[config.mk]
export PLATFORM = sky130hd
export DESIGN_NAME = top_score_table_sort
export DESIGN_NICKNAME = d
export VERILOG_FILES = /design/src/rtl/core/tsts_pkg.sv /design/src/rtl/core/top_score_table_sort.sv /design/src/rtl/core/tsts_ctrl.sv /design/src/rtl/core/tsts_dpath.sv
export VERILOG_INCLUDE_DIRS = /design/src /design/src/rtl/core
export SDC_FILE = /design/constraint.sdc
export NUM_CORES = 1
export LEC_CHECK = 0
export BUFFER_PORTS_ARGS = -buffer_cell sky130_fd_sc_hd__buf_2
export CORE_MARGIN = 1
export CORE_UTILIZATION = 61
export DETAILED_ROUTE_END_ITERATION = 7
export GPL_ROUTABILITY_DRIVEN = 0
export PLACE_DENSITY = 0.79
export SYNTH_ARGS = -nofsm -noshare
export SYNTH_HDL_FRONTEND = slang
export SYNTH_HIERARCHICAL = 1
export SYNTH_SLANG_ARGS = --single-unit
[constraint.sdc]
create_clock -name clock -period 5.1 [get_ports clock]
set_input_delay 1.53 -clock clock [delete_from_list [all_inputs] [get_ports clock]]
set_output_delay 1.53 -clock clock [all_outputs]
set_load 0.05 [all_outputs]
[src/rtl/core/top_score_table_sort_macros.svh]
// Assertion helpers for the score table, clocked on clock, held off in reset.
`ifndef TOP_SCORE_TABLE_SORT_MACROS_SVH
`define TOP_SCORE_TABLE_SORT_MACROS_SVH

// Same-cycle implication.
`define TSTS_ASSERT_NOW(label, ante, cons, msg) \
   label: assert property (@(posedge clock) disable iff (reset) (ante) |-> (cons)) \
      else $error(msg);

// Next-cycle implication.
`define TSTS_ASSERT_NEXT(label, ante, cons, msg) \
   label: assert property (@(posedge clock) disable iff (reset) (ante) |=> (cons)) \
      else $error(msg);

`endif

[src/rtl/core/tsts_pkg.sv]
package tsts_pkg;

   localparam int TABLE_DEPTH_DEF = 8;
   localparam int SCORE_W         = 16;
   localparam int CHAR_W          = 8;
   localparam int RANK_W          = 3;

   typedef struct packed {
      logic [CHAR_W-1:0]  char2;
      logic [CHAR_W-1:0]  char1;
      logic [CHAR_W-1:0]  char0;
      logic [SCORE_W-1:0] score;
   } entry_type;

   typedef enum logic [2:0] {
      ST_IDLE,
      ST_SETUP,
      ST_SCAN,
      ST_DRAIN,
      ST_SWAP_BEST,
      ST_SWAP_OLD,
      ST_EMIT
   } state_type;

   // Commands from the controller to the datapath.
   typedef struct packed {
      logic wr_new;      // write the incoming entry at wr_addr
      logic wr_best;     // write the pass winner at wr_addr
      logic wr_swap;     // write the displaced entry at the winner's slot
      logic scan_rd;     // read rd_addr for the max search
      logic scan_first;  // first read of a pass
      logic emit_rd;     // read rd_addr for output
      logic emit_last;   // final output read
   } cmd_type;

endpackage

[src/rtl/core/top_score_table_sort.sv]
// Score table of up to TABLE_DEPTH entries kept in descending order. Pulse start
// while busy is low to record one score and name; the entry is appended, or
// replaces the lowest slot once the table is full. The table is then re-sorted
// in a single-port entry memory (one read or write per cycle) and every stored
// entry is sent out in rank order, one per cycle on rsp_valid, the last one
// flagged by rsp_last_entry. The receiver cannot stall: each result is on the
// rsp_ ports for exactly one cycle. Each selection pass reads the remaining
// slots one per cycle in a max search, then writes the winner and the displaced
// entry with two swap writes. A pass with all remaining scores zero swaps
// nothing. Store contents after reset are undefined; only written slots are read.
`include "top_score_table_sort_macros.svh"

module top_score_table_sort #(
   parameter int TABLE_DEPTH = tsts_pkg::TABLE_DEPTH_DEF
) (
   input  logic                          clock,
   input  logic                          reset,
   input  logic                          start,
   output logic                          busy,
   input  logic [tsts_pkg::SCORE_W-1:0]  req_new_score,
   input  logic [tsts_pkg::CHAR_W-1:0]   req_name_char0,
   input  logic [tsts_pkg::CHAR_W-1:0]   req_name_char1,
   input  logic [tsts_pkg::CHAR_W-1:0]   req_name_char2,
   output logic                          rsp_valid,
   output logic [tsts_pkg::RANK_W-1:0]   rsp_rank,
   output logic [tsts_pkg::SCORE_W-1:0]  rsp_entry_score,
   output logic [tsts_pkg::CHAR_W-1:0]   rsp_entry_char0,
   output logic [tsts_pkg::CHAR_W-1:0]   rsp_entry_char1,
   output logic [tsts_pkg::CHAR_W-1:0]   rsp_entry_char2,
   output logic                          rsp_last_entry
);

   localparam int IW = $clog2(TABLE_DEPTH);

   tsts_pkg::cmd_type cmd;
   logic [IW-1:0]     wr_addr;
   logic [IW-1:0]     rd_addr;
   logic              found;

   tsts_ctrl #(
      .TABLE_DEPTH (TABLE_DEPTH)
   ) u_ctrl (
      .clock   (clock),
      .reset   (reset),
      .start   (start),
      .busy    (busy),
      .found   (found),
      .cmd     (cmd),
      .wr_addr (wr_addr),
      .rd_addr (rd_addr)
   );

   tsts_dpath #(
      .TABLE_DEPTH (TABLE_DEPTH)
   ) u_dpath (
      .clock           (clock),
      .reset           (reset),
      .cmd             (cmd),
      .wr_addr         (wr_addr),
      .rd_addr         (rd_addr),
      .found           (found),
      .req_new_score   (req_new_score),
      .req_name_char0  (req_name_char0),
      .req_name_char1  (req_name_char1),
      .req_name_char2  (req_name_char2),
      .rsp_valid       (rsp_valid),
      .rsp_rank        (rsp_rank),
      .rsp_entry_score (rsp_entry_score),
      .rsp_entry_char0 (rsp_entry_char0),
      .rsp_entry_char1 (rsp_entry_char1),
      .rsp_entry_char2 (rsp_entry_char2),
      .rsp_last_entry  (rsp_last_entry)
   );

   `TSTS_ASSERT_NOW(a_new_write_on_accept, cmd.wr_new, start && !busy, "entry written without a transfer")
   `TSTS_ASSERT_NEXT(a_busy_after_accept, start && !busy, busy, "busy not raised after a transfer")
   `TSTS_ASSERT_NEXT(a_quiet_after_last, rsp_valid && rsp_last_entry, !rsp_valid, "result after last entry")
   `TSTS_ASSERT_NEXT(a_rank_steps, rsp_valid && !rsp_last_entry, rsp_valid && (rsp_rank == tsts_pkg::RANK_W'($past(rsp_rank) + 1'b1)), "results not back to back in rank order")

endmodule

[src/rtl/core/tsts_ctrl.sv]
module tsts_ctrl #(
   parameter int TABLE_DEPTH = tsts_pkg::TABLE_DEPTH_DEF
) (
   input  logic                              clock,
   input  logic                              reset,
   input  logic                              start,
   output logic                              busy,
   input  logic                              found,
   output tsts_pkg::cmd_type                 cmd,
   output logic [$clog2(TABLE_DEPTH)-1:0]    wr_addr,
   output logic [$clog2(TABLE_DEPTH)-1:0]    rd_addr
);

   localparam int IW = $clog2(TABLE_DEPTH);
   localparam int CW = $clog2(TABLE_DEPTH + 1);

   tsts_pkg::state_type state_ff, state_in;
   logic [CW-1:0] count_ff, count_in;
   logic [IW-1:0] i_ff, i_in;
   logic [IW-1:0] j_ff, j_in;
   logic [IW-1:0] last_idx;
   logic          full;
   logic          sort_done;

   always_ff @(posedge clock) begin
      if (reset) begin
         state_ff <= tsts_pkg::ST_IDLE;
         count_ff <= '0;
         i_ff     <= '0;
         j_ff     <= '0;
      end else begin
         state_ff <= state_in;
         count_ff <= count_in;
         i_ff     <= i_in;
         j_ff     <= j_in;
      end
   end

   assign last_idx  = IW'(count_ff - CW'(1));
   assign full      = (count_ff == CW'(TABLE_DEPTH));
   // no pass left once the next pass would start on the last slot
   assign sort_done = ((CW'(i_ff) + CW'(2)) >= count_ff);

   always_comb begin
      state_in = state_ff;
      count_in = count_ff;
      i_in     = i_ff;
      j_in     = j_ff;
      cmd      = '0;
      wr_addr  = i_ff;
      rd_addr  = j_ff;
      busy     = (state_ff != tsts_pkg::ST_IDLE);

      case (state_ff)
         tsts_pkg::ST_IDLE: begin
            if (start) begin
               cmd.wr_new = 1'b1;
               if (full) begin
                  wr_addr = IW'(TABLE_DEPTH - 1);
               end else begin
                  wr_addr  = IW'(count_ff);
                  count_in = count_ff + CW'(1);
               end
               state_in = tsts_pkg::ST_SETUP;
            end
         end
         tsts_pkg::ST_SETUP: begin
            i_in = '0;
            j_in = '0;
            if (count_ff <= CW'(1)) begin
               state_in = tsts_pkg::ST_EMIT;
            end else begin
               state_in = tsts_pkg::ST_SCAN;
            end
         end
         tsts_pkg::ST_SCAN: begin
            cmd.scan_rd    = 1'b1;
            cmd.scan_first = (j_ff == i_ff);
            if (j_ff == last_idx) begin
               state_in = tsts_pkg::ST_DRAIN;
            end else begin
               j_in = j_ff + IW'(1);
            end
         end
         tsts_pkg::ST_DRAIN: begin
            state_in = tsts_pkg::ST_SWAP_BEST;
         end
         tsts_pkg::ST_SWAP_BEST, tsts_pkg::ST_SWAP_OLD: begin
            if (state_ff == tsts_pkg::ST_SWAP_BEST && found) begin
               cmd.wr_best = 1'b1;
               state_in    = tsts_pkg::ST_SWAP_OLD;
            end else begin
               cmd.wr_swap = (state_ff == tsts_pkg::ST_SWAP_OLD);
               if (sort_done) begin
                  j_in     = '0;
                  state_in = tsts_pkg::ST_EMIT;
               end else begin
                  i_in     = i_ff + IW'(1);
                  j_in     = i_ff + IW'(1);
                  state_in = tsts_pkg::ST_SCAN;
               end
            end
         end
         tsts_pkg::ST_EMIT: begin
            cmd.emit_rd   = 1'b1;
            cmd.emit_last = (j_ff == last_idx);
            if (j_ff == last_idx) begin
               state_in = tsts_pkg::ST_IDLE;
            end else begin
               j_in = j_ff + IW'(1);
            end
         end
         default: begin
            state_in = tsts_pkg::ST_IDLE;
         end
      endcase
   end

endmodule

[src/rtl/core/tsts_dpath.sv]
module tsts_dpath #(
   parameter int TABLE_DEPTH = tsts_pkg::TABLE_DEPTH_DEF
) (
   input  logic                                clock,
   input  logic                                reset,
   input  tsts_pkg::cmd_type                   cmd,
   input  logic [$clog2(TABLE_DEPTH)-1:0]      wr_addr,
   input  logic [$clog2(TABLE_DEPTH)-1:0]      rd_addr,
   output logic                                found,
   input  logic [tsts_pkg::SCORE_W-1:0]        req_new_score,
   input  logic [tsts_pkg::CHAR_W-1:0]         req_name_char0,
   input  logic [tsts_pkg::CHAR_W-1:0]         req_name_char1,
   input  logic [tsts_pkg::CHAR_W-1:0]         req_name_char2,
   output logic                                rsp_valid,
   output logic [tsts_pkg::RANK_W-1:0]         rsp_rank,
   output logic [tsts_pkg::SCORE_W-1:0]        rsp_entry_score,
   output logic [tsts_pkg::CHAR_W-1:0]         rsp_entry_char0,
   output logic [tsts_pkg::CHAR_W-1:0]         rsp_entry_char1,
   output logic [tsts_pkg::CHAR_W-1:0]         rsp_entry_char2,
   output logic                                rsp_last_entry
);

   localparam int IW = $clog2(TABLE_DEPTH);

   tsts_pkg::entry_type mem [TABLE_DEPTH];
   tsts_pkg::entry_type rdata_ff;
   tsts_pkg::entry_type best_ff;
   tsts_pkg::entry_type old_ff;
   tsts_pkg::entry_type new_entry;
   tsts_pkg::entry_type wr_data;
   logic [IW-1:0]       wr_idx;
   logic                wr_en;
   logic [IW-1:0]       addr_d_ff;
   logic [IW-1:0]       at_ff;
   logic                cmp_ff;
   logic                first_ff;
   logic                emit_ff;
   logic                last_ff;
   logic                found_ff;
   logic [tsts_pkg::SCORE_W-1:0] base_score;
   logic                hit;

   assign new_entry.score = req_new_score;
   assign new_entry.char0 = req_name_char0;
   assign new_entry.char1 = req_name_char1;
   assign new_entry.char2 = req_name_char2;

   assign wr_en   = cmd.wr_new | cmd.wr_best | cmd.wr_swap;
   assign wr_idx  = cmd.wr_swap ? at_ff : wr_addr;
   assign wr_data = cmd.wr_new  ? new_entry :
                    cmd.wr_best ? best_ff : old_ff;

   always_ff @(posedge clock) begin
      if (wr_en) begin
         mem[wr_idx] <= wr_data;
      end
   end

   always_ff @(posedge clock) begin
      if (cmd.scan_rd | cmd.emit_rd) begin
         rdata_ff  <= mem[rd_addr];
         addr_d_ff <= rd_addr;
      end
   end

   always_ff @(posedge clock) begin
      if (reset) begin
         cmp_ff   <= 1'b0;
         first_ff <= 1'b0;
         emit_ff  <= 1'b0;
         last_ff  <= 1'b0;
      end else begin
         cmp_ff   <= cmd.scan_rd;
         first_ff <= cmd.scan_first;
         emit_ff  <= cmd.emit_rd;
         last_ff  <= cmd.emit_rd & cmd.emit_last;
      end
   end

   // strict greater-than against zero on the first read or while nothing won yet
   assign base_score = (first_ff || !found_ff) ? '0 : best_ff.score;
   assign hit        = (rdata_ff.score > base_score);

   always_ff @(posedge clock) begin
      if (reset) begin
         found_ff <= 1'b0;
      end else if (cmp_ff) begin
         if (first_ff) begin
            found_ff <= hit;
         end else if (hit) begin
            found_ff <= 1'b1;
         end
      end
   end

   always_ff @(posedge clock) begin
      if (cmp_ff) begin
         if (first_ff) begin
            old_ff <= rdata_ff;
         end
         if (hit) begin
            best_ff <= rdata_ff;
            at_ff   <= addr_d_ff;
         end
      end
   end

   assign found           = found_ff;
   assign rsp_valid       = emit_ff;
   assign rsp_rank        = tsts_pkg::RANK_W'(addr_d_ff);
   assign rsp_entry_score = rdata_ff.score;
   assign rsp_entry_char0 = rdata_ff.char0;
   assign rsp_entry_char1 = rdata_ff.char1;
   assign rsp_entry_char2 = rdata_ff.char2;
   assign rsp_last_entry  = last_ff;

endmodule

==> results of run 1 <==
==> stage by stage <==
stage | hold WS, ns | util, % | setup slack (ns) | cell area [um^2] | total power, mW
2_1_floorplan | 0.478 | - | 0.512 | 18600 | 7.41
3_3_place_gp | 0.451 | 65.7 | 0.975 | 19600 | 8.17
3_5_place_dp | 0.458 | 65.7 | 0.880 | 19600 | 8.31
4_1_cts | 0.473 | 70.3 | 1.44 | 20900 | 11.4
5_1_grt | 0.494 | 70.3 | 1.33 | 20900 | 11.8
6_report | 0.475 | 70.3 | 1.41 | 20900 | 11.4
==> path summary, 6_finish.rpt <==
kind              slack [ns]                                  from                           end  cells past startpoint
setup reg to reg        1.54       u_ctrl/state_ff[2]$_SDFFE_PP0P_   u_dpath/mem[1][1]$_DFFE_PP_                      7
setup / recovery        1.41                                 start  u_dpath/mem[0][23]$_DFFE_PP_                      9
hold / removal          0.47  u_dpath/rsp_entry_char2[6]$_DFFE_PP_  u_dpath/old_ff[38]$_DFFE_PP_                      0
hold reg to reg         0.47  u_dpath/rsp_entry_char2[6]$_DFFE_PP_  u_dpath/old_ff[38]$_DFFE_PP_                      0
==> per-layer routing <==
metal | global-route usage [%] | wire length [um]
met1 | 32.7 | 15100
met2 | 41.4 | 18900
met3 | 3.64 | 2150
met4 | 9.05 | 1040
met5 | 0 | 0
==> cells by family (layout without fill, tap and decap cells) <==
| family | after synthesis | in the layout | synth area share [%] |
|---|---|---|---|
| buffers and inverters | 54 | 200 | 1.48 |
| AOI/OAI and AO/OA | 85 | 85 | 2.82 |
| adders and majority gates | 26 | 26 | 1.75 |
| muxes | 163 | 163 | 16.1 |
| and+or+nand+nor | 132 | 132 | 3.28 |
| DFF | 464 | 464 | 74.0 |
| xor gates and xnor gates | 10 | 10 | 0.546 |
==> registers in the layout (all words and copies together), names as in the netlist, 4 cells and up <==
| name | flops |
|---|---|
| u_dpath/rsp_entry_char2 | 8 |
| u_dpath/rsp_entry_score | 16 |
| u_dpath/rsp_entry_char0 | 8 |
| u_ctrl/count_ff | 4 |
| u_dpath/mem | 320 |
| u_dpath/old_ff | 40 |
| u_dpath/rsp_entry_char1 | 8 |
| u_dpath/best_ff | 40 |
==> power by group <==
group	leakage [nW]	internal (mW)	switching, mW
Clock	0.662	1.79	1.31
Sequential	4.20	5.17	0.328
Combinational	2.04	0.944	1.82
Total	6.90	7.90	3.46
==> final cells by class <==
| cell class | count | area, um^2 |
|---|---|---|
| Clock buffer | 55 | 1140 |
| Clock inverter | 21 | 211 |
| Fill cell | 1783 | 8860 |
| Inverter | 14 | 52.6 |
| Multi-Input combinational cell | 416 | 4620 |
| Sequential cell | 464 | 13800 |
| Tap cell | 390 | 488 |
| Timing Repair Buffer | 110 | 656 |
==> synth_stat cells (all sizes together) (4+ instances only) <==
library cell	instances
edfxtp	446
mux4	80
nand2	63
o21ai	48
mux2i	42
mux2	41
nor2	28
clkbuf	27
ha	26
dfxtp	18
inv	14
buf	13
a21oi	12
nor2b	8
and2	7
xor2	5
nand2b	4
nand3	4
nand4	4
xnor2	4
==> impl_metrics.xml, run 1 <==
<?xml version="1.0" encoding="UTF-8"?>
<metrics>
  <group name="synth">
    <metric name="synth-edff-count" unit="">446</metric>
    <metric name="synth-seq-cells" unit="">464</metric>
    <metric name="synth.area.top_cells" unit="">edfxtp_1 (72%), mux4_1 (11%), mux2_2 (2.4%)</metric>
    <metric name="synth_area_leader_cell" unit="">edfxtp_1</metric>
    <metric name="synth_area" unit="um^2">18600</metric>
    <metric name="netlist-cell-type-count" unit="">52</metric>
    <metric name="async_reset_ff_share" unit="%">0</metric>
    <metric name="synthesis.instances" unit="">934</metric>
    <metric name="syn-num-nets" unit="">1003</metric>
    <metric name="synth.avg_cell_area" unit="um^2">19.9</metric>
    <metric name="netlist.area_leader.share" unit="%">72.1</metric>
    <metric name="synth_warnings" unit="">6</metric>
    <metric name="synth_top_flop_cell" unit="">edfxtp_1</metric>
    <metric name="register_area_share_after_synthesis" unit="%">74.0</metric>
  </group>
  <group name="route">
    <metric name="route.detailed.wl_per_inst" unit="um">25.3</metric>
    <metric name="drt_iter0_markers" unit="">874</metric>
    <metric name="route.detailed.drc" unit="">0</metric>
    <metric name="avgViaCountPerCell" unit="">6.29</metric>
    <metric name="postRouteWirelength" unit="um">37200</metric>
    <metric name="first_pass_iters" unit="">5</metric>
    <metric name="detailroute.via_count" unit="">9250</metric>
    <metric name="drtAntennaViolNets" unit="">0</metric>
  </group>
  <group name="placed_design">
    <metric name="port-buffer-count" unit="">88</metric>
    <metric name="placed_cells" unit="">1394</metric>
    <metric name="detailed_place_hpwl" unit="um">21500</metric>
  </group>
  <group name="sta">
    <metric name="finalWorstPathRequiredPeriod" unit="ns">3.69</metric>
    <metric name="final-hold-violation-count" unit="">0</metric>
    <metric name="post-route-period-util" unit="%">72.4</metric>
    <metric name="worst_pin_slew" unit="ns">1.04</metric>
    <metric name="rsz0062_at_grt" unit="">false</metric>
    <metric name="final.setup.tns" unit="ns">0</metric>
    <metric name="slew-limit-headroom" unit="%">30.0</metric>
    <metric name="fin_worst_skew" unit="ns">0.0171</metric>
    <metric name="finalMaxSlewViolations" unit="">0</metric>
    <metric name="final_setup_fails" unit="">0</metric>
    <metric name="fmax" unit="MHz">271</metric>
  </group>
  <group name="critical_path">
    <metric name="setup.worst_path.end_class" unit="">flop</metric>
    <metric name="cp.buffers_inverters" unit="">4</metric>
    <metric name="path_max_fanout" unit="">32</metric>
    <metric name="cell_family_with_most_cp_delay" unit="">simple AND/OR/NAND/NOR gates</metric>
    <metric name="critical-path-max-stage-delay" unit="ns">0.83</metric>
    <metric name="worst-endpoint-arrival" unit="ns">3.90</metric>
    <metric name="crit_slowest_cell" unit="">nor2_4</metric>
    <metric name="worstPathRequired" unit="ns">5.31</metric>
    <metric name="timing_worst_setup_path_type" unit="">input pin to flop</metric>
    <metric name="startpoint_type" unit="">input pin</metric>
    <metric name="timing.critical_path.cells" unit="">buf_2 &gt; inv_1 &gt; nor2_4 &gt; buf_4 &gt; o22a_1 &gt; nor3_1 &gt; a21oi_1 &gt; nor2_4 &gt; buf_4</metric>
  </group>
  <group name="clock_network">
    <metric name="post-cts-setup-buffer-count" unit="">0</metric>
    <metric name="post_cts_resize_count" unit="">0</metric>
    <metric name="cts.htree.levels" unit="">2</metric>
    <metric name="cts-root-buf" unit="">clkbuf_16</metric>
    <metric name="post_cts_hold_buffer_count" unit="">0</metric>
    <metric name="clkTransAtPathRegs" unit="ns">0.06</metric>
    <metric name="tritoncts_clock_tree" unit="">built</metric>
    <metric name="clock_sinks" unit="">464</metric>
    <metric name="cts-root-to-sink-buffers" unit="">3</metric>
    <metric name="cts-buffers-inserted" unit="">44</metric>
    <metric name="clock_latency" unit="ns">0.54</metric>
  </group>
  <group name="die">
    <metric name="die-height" unit="um">177</metric>
    <metric name="area_inside_the_core_boundary" unit="um^2">29800</metric>
    <metric name="start_util" unit="%">62.3</metric>
    <metric name="rows" unit="">63</metric>
    <metric name="dieWidth" unit="um">177</metric>
    <metric name="ios" unit="">89</metric>
    <metric name="fp.dieArea" unit="um^2">31200</metric>
  </group>
  <group name="pwr">
    <metric name="p_leak" unit="nW">6.90</metric>
    <metric name="max-vdd-ir-drop" unit="V">0.000407</metric>
    <metric name="power.density_cell_area" unit="nW/um^2">543</metric>
  </group>
  <group name="flow_run">
    <metric name="maxCapViolations" unit="">0</metric>
  </group>
  <group name="grt">
    <metric name="antenna_found_initial" unit="">0</metric>
    <metric name="pin_count_of_the_biggest_net_entering_global_routing" unit="">46</metric>
    <metric name="number_of_global_route_vias_before_repair" unit="">9507</metric>
    <metric name="track_usage" unit="%">24.5</metric>
    <metric name="grt_first_pass_wirelength" unit="um">55500</metric>
    <metric name="grt_overflow" unit="">0</metric>
  </group>
  <group name="final_layout">
    <metric name="synthToLayoutAreaGrowth" unit="%">12.7</metric>
    <metric name="final_cell_count_without_fillers" unit="">1470</metric>
    <metric name="layout_commonest_cell" unit="">edfxtp_1</metric>
    <metric name="finalNetCount" unit="">1119</metric>
    <metric name="num_antenna_cells" unit="">0</metric>
    <metric name="most-common-layout-cells" unit="">edfxtp_1 (446), buf_2 (88), mux4_1 (80)</metric>
    <metric name="drive_gt1_share" unit="%">21.3</metric>
  </group>
  <group name="min_path">
    <metric name="worstHoldPathType" unit="">flop to flop</metric>
  </group>
  <group name="outcome">
    <metric name="run_status" unit="">finished clean</metric>
  </group>
</metrics>
Note: power is estimated with default switching activity, not from simulation.
==> run 2: changes to the inputs <==
Settings changed: CORE_UTILIZATION 61 to 55, PLACE_DENSITY 0.79 to 0.75.
Clock period 5.1 ns to 3.1 ns, I/O delays scaled along.
==> run 2 against run 1 <==
Compared with the run above: design area up 2.0%; largest power group unchanged; wire length up 0.48%; hold slack worse by 0.0046 ns; count of clock-buffer cells in the layout up 9; non-clock buffer count up 18; sequential power up 63%; clock power up 68%; first-iteration DRC count down 6.2%; total power up 68%; via count down 0.42%; global-route usage down 2.5 points.
==> impl_metrics.xml, run 2 (synthesis results as in run 1) <==
<?xml version="1.0" encoding="UTF-8"?>
<metrics>
  <group name="sta">
    <metric name="fin_worst_skew" unit="ns">0.0144</metric>
    <metric name="finalWorstPathRequiredPeriod" unit="ns">2.88</metric>
    <metric name="final.setup.tns" unit="ns">0</metric>
    <metric name="slew-limit-headroom" unit="%">35.7</metric>
    <metric name="rsz0062_at_grt" unit="">false</metric>
    <metric name="postLayoutSetupSlackWorst" unit="ns">0.221</metric>
    <metric name="worst_pin_slew" unit="ns">0.954</metric>
    <metric name="final-hold-violation-count" unit="">0</metric>
    <metric name="fmax" unit="MHz">347</metric>
    <metric name="finalMaxSlewViolations" unit="">0</metric>
    <metric name="final_setup_fails" unit="">0</metric>
    <metric name="post-route-period-util" unit="%">92.9</metric>
  </group>
  <group name="route">
    <metric name="route.detailed.drc" unit="">0</metric>
    <metric name="route.detailed.wl_per_inst" unit="um">24.2</metric>
    <metric name="detailroute.via_count" unit="">9211</metric>
    <metric name="first_pass_iters" unit="">6</metric>
    <metric name="avgViaCountPerCell" unit="">5.95</metric>
    <metric name="drt_iter0_markers" unit="">820</metric>
    <metric name="postRouteWirelength" unit="um">37400</metric>
    <metric name="drtAntennaViolNets" unit="">0</metric>
  </group>
  <group name="final_layout">
    <metric name="layout.filler_cells" unit="">2224</metric>
    <metric name="top_regs" unit="">u_dpath/mem (320), u_dpath/best_ff (40), u_dpath/old_ff (40)</metric>
    <metric name="most-common-layout-cells" unit="">edfxtp_1 (446), buf_2 (88), mux4_1 (80)</metric>
    <metric name="num_antenna_cells" unit="">0</metric>
    <metric name="max_reg_flops" unit="">320</metric>
    <metric name="finalNetCount" unit="">1139</metric>
    <metric name="synthToLayoutAreaGrowth" unit="%">14.9</metric>
    <metric name="layout_commonest_cell" unit="">edfxtp_1</metric>
    <metric name="max_flop_register" unit="">u_dpath/mem</metric>
    <metric name="drive_gt1_share" unit="%">22.4</metric>
  </group>
  <group name="critical_path">
    <metric name="timing.rr.end" unit="">u_dpath/best_ff[29]$_DFFE_PP_</metric>
    <metric name="path_max_fanout" unit="">22</metric>
    <metric name="timing.rr.start" unit="">u_dpath/found$_SDFFE_PP0P_</metric>
    <metric name="startpoint_type" unit="">flop</metric>
    <metric name="setup.worst_path.end_class" unit="">flop</metric>
    <metric name="worst-r2r-cell-count" unit="">10</metric>
    <metric name="worst-endpoint-arrival" unit="ns">3.10</metric>
    <metric name="setup.reg_to_reg.worst_slack" unit="ns">0.22</metric>
    <metric name="timing_worst_setup_path_type" unit="">flop to flop</metric>
    <metric name="worstPathRequired" unit="ns">3.32</metric>
  </group>
  <group name="min_path">
    <metric name="worstHoldPathCells" unit="">0</metric>
    <metric name="whs_endpoint" unit="">u_dpath/old_ff[17]$_DFFE_PP_</metric>
    <metric name="worstHoldPathType" unit="">flop to flop</metric>
    <metric name="hold_startpoint" unit="">u_dpath/rsp_entry_char0[1]$_DFFE_PP_</metric>
  </group>
  <group name="clock_network">
    <metric name="tritoncts_clock_tree" unit="">built</metric>
    <metric name="clock_sinks" unit="">464</metric>
    <metric name="clkTransAtPathRegs" unit="ns">0.06</metric>
    <metric name="post-cts-setup-buffer-count" unit="">0</metric>
    <metric name="clock_latency" unit="ns">0.54</metric>
    <metric name="cts-buffers-inserted" unit="">46</metric>
    <metric name="post_cts_hold_buffer_count" unit="">0</metric>
    <metric name="cts.htree.levels" unit="">2</metric>
    <metric name="cts-root-to-sink-buffers" unit="">3</metric>
    <metric name="cts-root-buf" unit="">clkbuf_16</metric>
  </group>
  <group name="grt">
    <metric name="track_usage" unit="%">22.0</metric>
    <metric name="pin_count_of_the_biggest_net_entering_global_routing" unit="">50</metric>
    <metric name="grt_first_pass_wirelength" unit="um">55200</metric>
    <metric name="number_of_global_route_vias_before_repair" unit="">9226</metric>
    <metric name="antenna_found_initial" unit="">1</metric>
    <metric name="grt_overflow" unit="">0</metric>
  </group>
  <group name="die">
    <metric name="area_inside_the_core_boundary" unit="um^2">32900</metric>
    <metric name="start_util" unit="%">56.5</metric>
    <metric name="dieWidth" unit="um">186</metric>
    <metric name="die-height" unit="um">186</metric>
    <metric name="rows" unit="">66</metric>
    <metric name="fp.dieArea" unit="um^2">34500</metric>
    <metric name="ios" unit="">89</metric>
  </group>
  <group name="pwr">
    <metric name="p_leak" unit="nW">7.05</metric>
    <metric name="power.density_cell_area" unit="nW/um^2">892</metric>
    <metric name="max-vdd-ir-drop" unit="V">0.000516</metric>
  </group>
  <group name="placed_design">
    <metric name="dp_slack" unit="ns">0.230</metric>
    <metric name="port-buffer-count" unit="">88</metric>
    <metric name="detailed_place_hpwl" unit="um">21400</metric>
  </group>
  <group name="outcome">
    <metric name="run_status" unit="">finished clean</metric>
  </group>
  <group name="flow_run">
    <metric name="maxCapViolations" unit="">0</metric>
  </group>
</metrics>
-- run 2: changes by cell type in the layout (fill, tap and decap cells not counted), sizes merged --
cell / before / now
clkbuf: 55 / 65
bufinv: 4 / 3
buf: 110 / 127
-- run 2: metrics by stage --
| stage | power [mW] | hold WS, ns | util [%] | instances | area (um^2) |
|---|---|---|---|---|---|
| 6_report | 19.0 | 0.470 | 65.0 | 1548 | 21300 |
| 5_1_grt | 19.8 | 0.495 | 65.0 | 1548 | 21300 |
| 4_1_cts | 19.1 | 0.472 | 64.9 | 1547 | 21300 |
| 3_5_place_dp | 13.9 | 0.459 | 60.6 | 1463 | 19900 |
| 3_3_place_gp | 13.7 | 0.445 | 60.6 | 1463 | 19900 |
| 2_1_floorplan | 12.2 | 0.478 | - | 934 | 18600 |
-- run 2: repair_timing --
action | 4_1_cts | 5_1_grt
endpoints found under the hold margin | 0 | 0
setup endpoints to repair | 0 | 41
gates resized for setup | 0 | 1
-- run 2: how the worst max path moves through the flow --
stage	start	to	depth (start not counted)
global route	u_dpath/found$_SDFFE_PP0P_	u_dpath/best_ff[24]$_DFFE_PP_	10
finish	u_dpath/found$_SDFFE_PP0P_	u_dpath/best_ff[29]$_DFFE_PP_	10
global placement	start	u_dpath/mem[2][21]$_DFFE_PP_	9
CTS	u_dpath/found$_SDFFE_PP0P_	u_dpath/best_ff[39]$_DFFE_PP_	10
floorplan	u_ctrl/state_ff[1]$_SDFFE_PP0P_	u_dpath/mem[0][0]$_DFFE_PP_	7
detailed placement	u_dpath/found$_SDFFE_PP0P_	u_dpath/best_ff[31]$_DFFE_PP_	10
-- run 2: layout make-up --
class	instances	area, um^2	area share (%)
inverter	14	52.6	0.246
multi-input combinational	416	4630	21.7
sequential	464	13800	64.4
timing repair buffer	128	946	4.43
clock inverter	20	169	0.791
clock buffer	64	1240	5.81
tap	442	553	2.59
-- run 2: critical path, cell delays in order (launching register included) --
cell,delay [ns]
dfxtp_1,0.38
nor2b_1,0.15
buf_4,0.23
nand2_1,0.09
ha_1,0.31
and4_1,0.26
nand4_1,0.22
a211oi_2,0.27
nor2_1,0.12
a31oi_4,0.25
buf_12,0.25
-- run 2: power breakdown --
group          total [mW]  internal (mW)  leakage, nW  switching (mW)
registers            8.99           8.49         4.20           0.498
logic                4.83           1.74         2.17            3.09
clock network        5.21           3.04        0.682            2.18
total                19.0           13.3         7.05            5.77
-- run 2: layer usage --
metal	part of all wire [%]	wire length [um]	GRT usage (%)	vias to the layer above
met4	1.8	682	5.41	2
li1	-	-	-	4109
met2	49	18200	35.9	325
met3	6.3	2340	3.48	57
met5	0.021	8	0	-
met1	43	16100	31.5	4718
